### config.mk
export PLATFORM = sky130hd
export DESIGN_NAME = date_validate_add_days
export DESIGN_NICKNAME = d
export VERILOG_FILES = /design/src/hw/rtl/dva_pkg.sv /design/src/hw/rtl/dva_mod400.sv /design/src/hw/rtl/date_validate_add_days.sv
export SDC_FILE = /design/constraint.sdc
export NUM_CORES = 1
export LEC_CHECK = 0
export BUFFER_PORTS_ARGS = -buffer_cell sky130_fd_sc_hd__buf_4
export CORE_MARGIN = 2
export CORE_UTILIZATION = 50
export DETAILED_ROUTE_END_ITERATION = 10
export PLACE_DENSITY = 0.72
export SLEW_MARGIN = 20
export SYNTH_ARGS = -nofsm -noshare
export SYNTH_HDL_FRONTEND = slang
export SYNTH_HIERARCHICAL = 1
export SYNTH_SLANG_ARGS = --single-unit
### constraint.sdc
create_clock -name clock -period 9.45 [get_ports clock]
set_input_delay 0.4725 -clock clock [delete_from_list [all_inputs] [get_ports clock]]
set_output_delay 0.4725 -clock clock [all_outputs]
set_load 0.01 [all_outputs]
### src/hw/rtl/dva_pkg.sv
// Shared types, constants and calendar helpers for the date check and day adder.
package dva_pkg;

   localparam int YEAR_WIDTH = 14;
   localparam int ADD_WIDTH  = 16;
   localparam int REM_WIDTH  = 9;

   localparam logic [REM_WIDTH-1:0] YEAR_CYCLE   = 9'd400;
   localparam logic [REM_WIDTH-1:0] CENTURY_1    = 9'd100;
   localparam logic [REM_WIDTH-1:0] CENTURY_2    = 9'd200;
   localparam logic [REM_WIDTH-1:0] CENTURY_3    = 9'd300;
   localparam logic [REM_WIDTH-1:0] CYCLE_LAST   = 9'd399;

   localparam logic [3:0] MONTH_JAN = 4'd1;
   localparam logic [3:0] MONTH_FEB = 4'd2;
   localparam logic [3:0] MONTH_APR = 4'd4;
   localparam logic [3:0] MONTH_JUN = 4'd6;
   localparam logic [3:0] MONTH_SEP = 4'd9;
   localparam logic [3:0] MONTH_NOV = 4'd11;
   localparam logic [3:0] MONTH_DEC = 4'd12;

   localparam logic [4:0] LEN_LONG  = 5'd31;
   localparam logic [4:0] LEN_SHORT = 5'd30;
   localparam logic [4:0] LEN_LEAP  = 5'd29;
   localparam logic [4:0] LEN_FEB   = 5'd28;

   typedef struct packed {
      logic [4:0]            start_day;
      logic [3:0]            start_month;
      logic [YEAR_WIDTH-1:0] start_year;
      logic [ADD_WIDTH-1:0]  days_to_add;
   } dva_req_type;

   typedef struct packed {
      logic                  date_ok;
      logic [4:0]            due_day;
      logic [3:0]            due_month;
      logic [YEAR_WIDTH-1:0] due_year;
   } dva_rsp_type;

   typedef struct packed {
      logic                 done;
      logic [REM_WIDTH-1:0] rem;
   } dva_mod_status_type;

   typedef enum logic [2:0] {
      ST_IDLE,
      ST_MOD,
      ST_CHECK,
      ST_STEP,
      ST_DONE
   } dva_state_type;

   function automatic logic leap_of(input logic [REM_WIDTH-1:0] rem);
      logic leap;
      if (rem == '0) begin
         leap = 1'b1;
      end else if (rem == CENTURY_1 || rem == CENTURY_2 || rem == CENTURY_3) begin
         leap = 1'b0;
      end else begin
         leap = (rem[1:0] == 2'b00);
      end
      return leap;
   endfunction

   function automatic logic [4:0] month_len(input logic [3:0] month, input logic leap);
      logic [4:0] len;
      if (month == MONTH_FEB) begin
         len = leap ? LEN_LEAP : LEN_FEB;
      end else if (month == MONTH_APR || month == MONTH_JUN ||
                   month == MONTH_SEP || month == MONTH_NOV) begin
         len = LEN_SHORT;
      end else begin
         len = LEN_LONG;
      end
      return len;
   endfunction

endpackage

### src/hw/rtl/dva_mod400.sv
// Remainder of the year by 400 from a reciprocal multiply.
module dva_mod400 import dva_pkg::*; (
   input  logic                  clock,
   input  logic                  reset,
   input  logic                  start,
   input  logic [YEAR_WIDTH-1:0] year,
   output dva_mod_status_type    status
);

   // quotient = (year * ceil(2^28 / 400)) >> 28, exact for years up to 20 bits
   localparam int RECIP_WIDTH = 20;
   localparam int RECIP_SHIFT = 28;
   localparam int PROD_WIDTH  = YEAR_WIDTH + RECIP_WIDTH;
   // 400 exceeds 2^8, so the quotient needs 8 bits fewer than the year
   localparam int QUOT_WIDTH  = YEAR_WIDTH - 8;
   localparam logic [RECIP_WIDTH-1:0] RECIP_400 = 20'd671089;

   logic                  load_ff, load_in;
   logic                  mul_ff, mul_in;
   logic                  done_ff, done_in;
   logic [YEAR_WIDTH-1:0] year_ff, year_in;
   logic [QUOT_WIDTH-1:0] quot_ff, quot_in;
   logic [REM_WIDTH-1:0]  rem_ff, rem_in;
   logic [PROD_WIDTH-1:0] prod;
   logic [YEAR_WIDTH-1:0] diff;

   always_comb begin
      prod    = PROD_WIDTH'(year_ff) * PROD_WIDTH'(RECIP_400);
      diff    = year_ff - YEAR_WIDTH'(quot_ff) * YEAR_WIDTH'(YEAR_CYCLE);
      load_in = start;
      mul_in  = load_ff;
      done_in = mul_ff;
      year_in = start ? year : year_ff;
      quot_in = load_ff ? prod[RECIP_SHIFT +: QUOT_WIDTH] : quot_ff;
      rem_in  = mul_ff ? diff[REM_WIDTH-1:0] : rem_ff;
   end

   always_ff @(posedge clock) begin
      if (reset) begin
         load_ff <= 1'b0;
         mul_ff  <= 1'b0;
         done_ff <= 1'b0;
      end else begin
         load_ff <= load_in;
         mul_ff  <= mul_in;
         done_ff <= done_in;
      end
      year_ff <= year_in;
      quot_ff <= quot_in;
      rem_ff  <= rem_in;
   end

   assign status.done = done_ff;
   assign status.rem  = rem_ff;

endmodule

### src/hw/rtl/date_validate_add_days.sv
// Gregorian date check and day addition, top level.
//
// Command port: a transfer is taken on a rising edge with start high and busy
// low; req_data carries the start date and the day count. busy stays high
// until the result has been shown.
// Result port: rsp_valid is high for exactly one cycle with rsp_data; the
// receiver cannot stall, so the result is taken in that cycle. An invalid
// start date gives date_ok low and all date fields zero.
// Sequence: the year remainder by 400 in the reciprocal multiply unit, a
// hand-over of it, the check, and one month walker step per month crossed,
// plus a last step when the count ends inside a month.
// One item at a time; the next command is taken in the cycle after the result.
// Reset: synchronous, clears the sequencer to idle with busy low; no result
// is pending afterward.
module date_validate_add_days import dva_pkg::*; (
   input  logic        clock,
   input  logic        reset,
   input  logic        start,
   output logic        busy,
   input  dva_req_type req_data,
   output logic        rsp_valid,
   output dva_rsp_type rsp_data
);

   dva_state_type         state_ff, state_in;
   logic [4:0]            day_ff, day_in;
   logic [3:0]            month_ff, month_in;
   logic [YEAR_WIDTH-1:0] year_ff, year_in;
   logic [ADD_WIDTH-1:0]  left_ff, left_in;
   logic [REM_WIDTH-1:0]  rem_ff, rem_in;
   logic                  ok_ff, ok_in;
   logic                  mod_start;
   dva_mod_status_type    mod_status;
   logic [4:0]            len;
   logic [ADD_WIDTH-1:0]  avail;

   dva_mod400 u_mod400 (
      .clock  (clock),
      .reset  (reset),
      .start  (mod_start),
      .year   (req_data.start_year),
      .status (mod_status)
   );

   always_comb begin
      len       = month_len(month_ff, leap_of(rem_ff));
      avail     = ADD_WIDTH'(len - day_ff) + 1'b1;
      state_in  = state_ff;
      day_in    = day_ff;
      month_in  = month_ff;
      year_in   = year_ff;
      left_in   = left_ff;
      rem_in    = rem_ff;
      ok_in     = ok_ff;
      mod_start = 1'b0;
      unique case (state_ff)
         ST_IDLE: begin
            if (start) begin
               mod_start = 1'b1;
               day_in    = req_data.start_day;
               month_in  = req_data.start_month;
               year_in   = req_data.start_year;
               left_in   = req_data.days_to_add;
               state_in  = ST_MOD;
            end
         end
         ST_MOD: begin
            if (mod_status.done) begin
               rem_in   = mod_status.rem;
               state_in = ST_CHECK;
            end
         end
         ST_CHECK: begin
            if (month_ff < MONTH_JAN || month_ff > MONTH_DEC ||
                day_ff == '0 || day_ff > len) begin
               ok_in    = 1'b0;
               state_in = ST_DONE;
            end else begin
               ok_in    = 1'b1;
               state_in = (left_ff == '0) ? ST_DONE : ST_STEP;
            end
         end
         ST_STEP: begin
            if (left_ff >= avail) begin
               left_in = left_ff - avail;
               day_in  = 5'd1;
               if (month_ff == MONTH_DEC) begin
                  month_in = MONTH_JAN;
                  year_in  = year_ff + 1'b1;
                  if (year_ff == '1) begin
                     rem_in = '0;
                  end else if (rem_ff == CYCLE_LAST) begin
                     rem_in = '0;
                  end else begin
                     rem_in = rem_ff + 1'b1;
                  end
               end else begin
                  month_in = month_ff + 1'b1;
               end
               if (left_ff == avail) begin
                  state_in = ST_DONE;
               end
            end else begin
               day_in   = day_ff + left_ff[4:0];
               left_in  = '0;
               state_in = ST_DONE;
            end
         end
         ST_DONE: begin
            state_in = ST_IDLE;
         end
         default: begin
            state_in = ST_IDLE;
         end
      endcase
   end

   always_ff @(posedge clock) begin
      if (reset) begin
         state_ff <= ST_IDLE;
      end else begin
         state_ff <= state_in;
      end
      day_ff   <= day_in;
      month_ff <= month_in;
      year_ff  <= year_in;
      left_ff  <= left_in;
      rem_ff   <= rem_in;
      ok_ff    <= ok_in;
   end

   assign busy               = (state_ff != ST_IDLE);
   assign rsp_valid          = (state_ff == ST_DONE);
   assign rsp_data.date_ok   = ok_ff;
   assign rsp_data.due_day   = ok_ff ? day_ff : '0;
   assign rsp_data.due_month = ok_ff ? month_ff : '0;
   assign rsp_data.due_year  = ok_ff ? year_ff : '0;

   a_rsp_while_busy: assert property (@(posedge clock) disable iff (reset)
      rsp_valid |-> busy)
      else $error("result strobe outside a busy window");

   a_rsp_then_idle: assert property (@(posedge clock) disable iff (reset)
      rsp_valid |=> !busy && !rsp_valid)
      else $error("block did not return to idle after result");

   a_accept_busy: assert property (@(posedge clock) disable iff (reset)
      (start && !busy) |=> busy && !rsp_valid)
      else $error("accepted command did not raise busy");

   a_valid_month: assert property (@(posedge clock) disable iff (reset)
      (rsp_valid && rsp_data.date_ok) |->
         (rsp_data.due_month >= MONTH_JAN && rsp_data.due_month <= MONTH_DEC &&
          rsp_data.due_day != '0))
      else $error("valid result with out of range date");

endmodule

# Yosys cells after proc, flatten, opt, wreduce, memory -nomap -nowiden
# Cells that the tools add are included.
# classes
n_addsub	8
multipliers	2
order_cmp	4
n_eq_ne	21
muxes	38
reduce_logical	21
# ops
op	count
$mux 14	4
$mux 9	5
$mul 14x20->34 const B	1
$mux 16	2
$pmux 16 s2	1
$pmux 14 s2	1
$eq 9x9->1 const B	2
$mux 3	6
$pmux 9 s2	1
$eq 16x16->1	1
$ge 16x16->1	1
$logic_not 16->1	1
$mux 4	4
$sub 16x16->16	1
$mux 5	3
$add 14x1->14 const B	1
$eq 14x14->1 const B	1
$eq 4x4->1 const B	3
$pmux 3 s4	1
$pmux 5 s2	1
$add 9x1->9 const B	1
$eq 9x7->1 const B	1
$eq 9x8->1 const B	1
$logic_not 9->1	1
29 further kinds	49
# word_totals
regBits	84
in_bits	42
out_inout_bits	26
wordCells	107

# Logic depth before layout (Yosys ltp)
# depth
word_depth	13
ltp_mapped	25
depth_no_buf	24

# By module
# The synthesis kept the hierarchy.
# by_module_without_submodules
mod	n_inst	cells_per_inst	area_per_inst_um2	seq_area_each_um2
dva_mod400	1	490	5464.0	900.9
date_validate_add_days	1	501	4498.1	1531.5

# Worst setup path after synthesis
# No wires, ideal clock.
# synth_path
kind	register -> register
start	register month_ff[0]
end	register, netlist name year_ff[0]
t_arrival_ps	4881
required_time_ps	9060
slack_ps	4180
path_stages_with_launch	25
n_path_buf	1
period_less_slack_ps	5270
cell_sequence	edfxtp_1 -> inv_1 -> ha_1 -> nor2_1 -> nor2_1 -> a211oi_1 -> a21oi_1 -> ha_1 -> fa_1 -> inv_1 -> ha_1 -> a21o_1 -> o21ai_0 -> o21ai_0 -> xnor2_1 -> ha_1 -> buf_2 -> nand3_1 -> a21oi_1 -> nor3_2 -> a2111oi_4 -> o21ai_1 -> nand2_1 -> nor2_1 -> a21oi_1
# synth_rtl
item	line_no	rtl
from (decl)	date_validate_add_days.sv:27	logic [3:0] month_ff, month_in;
from (signal assigned)	date_validate_add_days.sv:125	month_ff <= month_in;

==> flow_summary_export.csv <==
group,metric,value,unit
logic_synthesis,syn_area_per_cell,10.1,um2
logic_synthesis,synthTopCellsByArea,"edfxtp_1 23%, ha_1 19%, fa_1 17%, inv_1 6.3%, nand2_1 3.3%",
cells_and_area,antenna_cells,0,
sta,finalCritPeriodShare,0.648,
critical_path,rr_startpoint,"month_ff[0]$_DFFE_PP_",
worst_hold_path,min_from,"req_data[17]",
logic_synthesis,yosys.area.top_type,"edfxtp_1",
critical_path,path_max_fanout,14,
cts,cts_root_buf,"clkbuf_16",
flow_run,max-cap-violations,0,
critical_path,cp_slowest_cell,"a21oi_1",
logic_synthesis,yosys_warnings,6,
sta,hold-worst-slack,0.305,ns
floorplanning,coreArea,0.0195,mm2
logic_synthesis,synthCells,991,
critical_path,crit_path_max_incr_delay,0.70,ns
logic_synthesis,ys_seq_area_frac,0.244,
detailed_routing,drt_iter0_drc,477,
cts,worstSkewPairLatency,0.35,ns
run_status,status,"finished clean",
sta,skew,0.00914,ns
critical_path,required,9.42,ns
sta,slew_viol_final,0,
cts,cts_buffers,9,
cts,post_cts_buffers,0,
floorplanning,die_width,145,um
detailed_routing,vias,7250,
sta,fin_setup_tns,0,ns
floorplanning,io_pins,68,
detailed_routing,via_per_inst,5.50,
global_route,globalRouteOverflowTotal,0,
critical_path,reg2reg_slack,3.33,ns
cells_and_area,fin_nets,1332,
sta,worst_pin_slew,0.900,ns
detailed_routing,drc,0,
logic_synthesis,synth_edf_count,77,
placement,routabilityCongestion,0.915,
worst_hold_path,hold_path_depth,1,
logic_synthesis,netlist_area,0.00996,mm2
critical_path,end_kind,"flip-flop",
worst_hold_path,whs_endpoint,"u_mod400/year_ff[1]$_DFFE_PP_",
sta,hold_viol,0,
floorplanning,start_util,0.510,
logic_synthesis,synth_nets,1275,
detailed_routing,routed_wl,22600,um
logic_synthesis,synth.area.mux_share,0.00100,
global_route,grt_max_degree,45,
critical_path,start_kind,"flip-flop",
cts,cts_tree,"done",
logic_synthesis,ys.flop_type,"edfxtp_1",
sta,grt_setup_unrepaired,"no",
cts,cts_hold_buffers,0,
logic_synthesis,yosysTopAreaCellShare,0.232,
critical_path,rr_worst_depth,20,
logic_synthesis,ys_types,78,
cts,clkTransAtPathRegs,0.07,ns
logic_synthesis,synth_xor_area_frac,0.0475,
floorplanning,die_h,145,um
critical_path,arrival,6.09,ns
cts,h-tree-depth,3,
critical_path,crit_path_frequent_cell,"ha_1",
placement,hpwl,18400,um
cts,cts.path.max_buffers,2,
global_route,grt_use_total,0.219,
sta,relSlewSlack,0.398,
logic_synthesis,synth_top_family_by_area,"adder cells",
cells_and_area,fillerInstances,1754,
floorplanning,fp-row-count,51,
global_route,grt_first_pass_wirelength,36900,um
worst_hold_path,hold_path.class,"input pin to flip-flop",
sta,fmax,163,MHz
cts,post_cts_resized,0,
critical_path,worstReg2RegEnd,"rem_ff[4]$_DFFE_PP_",
detailed_routing,first_pass_iters,5,
global_route,grt_antenna_before_repair,0,
cells_and_area,area_growth,10.0,%
sta,setup_viol,0,
logic_synthesis,synth_compound_area_frac,0.128,
detailed_routing,ant_nets,0,
detailed_routing,wl_per_cell,17.1,um
logic_synthesis,async_reset_ff_frac,0,
cells_and_area,drive_above_1_share,0.120,
cts,cts.sinks,83,
floorplanning,dieArea,0.0211,mm2
placement,portBuffers,67,
logic_synthesis,synth_adder_area_share,0.372,
logic_synthesis,ys_ff_latch,83,
sta,final.min_clock_period,6.12,ns
critical_path,path_class,"flip-flop to flip-flop",
critical_path,crit_chain,"inv_1 > ha_1 > nor2_1 > nor2_1 > a211oi_1 > a21oi_1 > ha_1 > fa_1 > inv_1 > ha_1 > and2_4 > nor3_4 > inv_2 > ha_1 > nand2_1 > a2111oi_0 > o21ai_1 > nand2_1 > nor2_1 > a21oi_1",
global_route,first_global_vias,7390,
logic_synthesis,synthSimpleGateAreaFrac,0.127,
## synth_stat cells (6+ instances only)
cell type and n:
o31ai_1 8, and2_1 25, nor2b_1 9, nand2_1 88, inv_1 168, clkbuf_1 11, dfxtp_1 6, fa_1 87
ha_1 155, and3_1 6, edfxtp_1 77, a22o_1 7, nand4_1 12, a211oi_1 9, a21o_1 12, o31ai_2 8
xnor2_1 36, xor2_1 18, o21ai_0 39, nor4_1 6, a211o_1 6, a31oi_1 6, nor3_1 6, a21oi_1 34
nor2_1 35, nand3_1 24
## cells by family (layout without fill, tap and decap cells)
| kind of cell | Yosys count | count (layout) |
|---|---|---|
| mux | 1 | 1 |
| buf+inv | 193 | 255 |
| compound gates | 170 | 170 |
| flops | 83 | 83 |
| simple gates | 246 | 246 |
| fa+ha+maj | 244 | 244 |
| xor+xnor | 54 | 54 |
## state kept, by name, summed over array words and instances (netlist names)
name              count
left_ff              16
day_ff                5
u_mod400/done_ff      1
month_ff              4
u_mod400/load_ff      1
u_mod400/year_ff     14
u_mod400/rem_ff       9
u_mod400/quot_ff      5
u_mod400/done_in      1
rem_ff                9
state_ff              3
year_ff              14
ok_ff                 1
## per-layer routing
metal / routed length (um) / GRT usage
met3: 1110 / 0.0248
met2: 10600 / 0.360
met1: 10500 / 0.311
met4: 320 / 0.0529
met5: 0 / 0
## layout by cell type, fill, tap and decap left out, drive strengths merged, types with 16 or more instances in the layout
master  Yosys  final
o31ai      16     16
nand3      24     24
edfxtp     77     77
fa         87     87
and2       28     28
xor2       18     18
a21oi      38     38
nand2      88     88
buf        10     70
ha        155    155
o21ai      41     41
inv       169    172
nor2       36     36
xnor2      36     36
## worst max-delay path, delay by kind of cell, from the launching register on
| family | cells | cell delay (ns) |
|---|---|---|
| AND/OR/NAND/NOR | 7 | 1.40 |
| AO/OA/AOI/OAI | 5 | 1.76 |
| buffers and inverters | 3 | 0.42 |
| adder cells (fa/ha/maj) | 5 | 1.70 |
| flip-flops | 1 | 0.43 |
## area by class of cell
cell class / instances / area [um2] / area share
timing repair buffer: 70 / 526 / 0.0479
tap: 265 / 332 / 0.0302
inverter: 169 / 634 / 0.0579
multi-input combinational: 715 / 6730 / 0.614
clock inverter: 7 / 83.8 / 0.00765
clock buffer: 9 / 225 / 0.0205
sequential: 83 / 2430 / 0.222
## worst max path at each step
| stage | from | end | slack, ns |
|---|---|---|---|
| 2_1_floorplan | month_ff[0]$_DFFE_PP_ | year_ff[0]$_DFFE_PP_ | 4.18 |
| 3_5_place_dp | month_ff[0]$_DFFE_PP_ | rem_ff[3]$_DFFE_PP_ | 3.46 |
| 6_report | month_ff[0]$_DFFE_PP_ | rem_ff[4]$_DFFE_PP_ | 3.33 |
| 5_1_grt | month_ff[0]$_DFFE_PP_ | rem_ff[3]$_DFFE_PP_ | 2.90 |
| 4_1_cts | month_ff[0]$_DFFE_PP_ | rem_ff[4]$_DFFE_PP_ | 3.37 |
| 3_3_place_gp | month_ff[0]$_DFFE_PP_ | rem_ff[4]$_DFFE_PP_ | 3.58 |
## through the flow
| stage | setup slack [ns] | instance area [um2] | util | instances |
|---|---|---|---|---|
| after floorplan | 4.18 | 9960 | - | 991 |
| after global placement | 3.58 | 10700 | 0.546 | 1302 |
| after detailed placement | 3.46 | 10700 | 0.546 | 1302 |
| after CTS | 3.37 | 11000 | 0.561 | 1318 |
| after global routing | 2.90 | 11000 | 0.561 | 1318 |
| final | 3.33 | 11000 | 0.561 | 1318 |
Power is left out: the tool's default activity adds up to more than one toggle a clock period on the data nets, which glitch-free logic cannot reach.
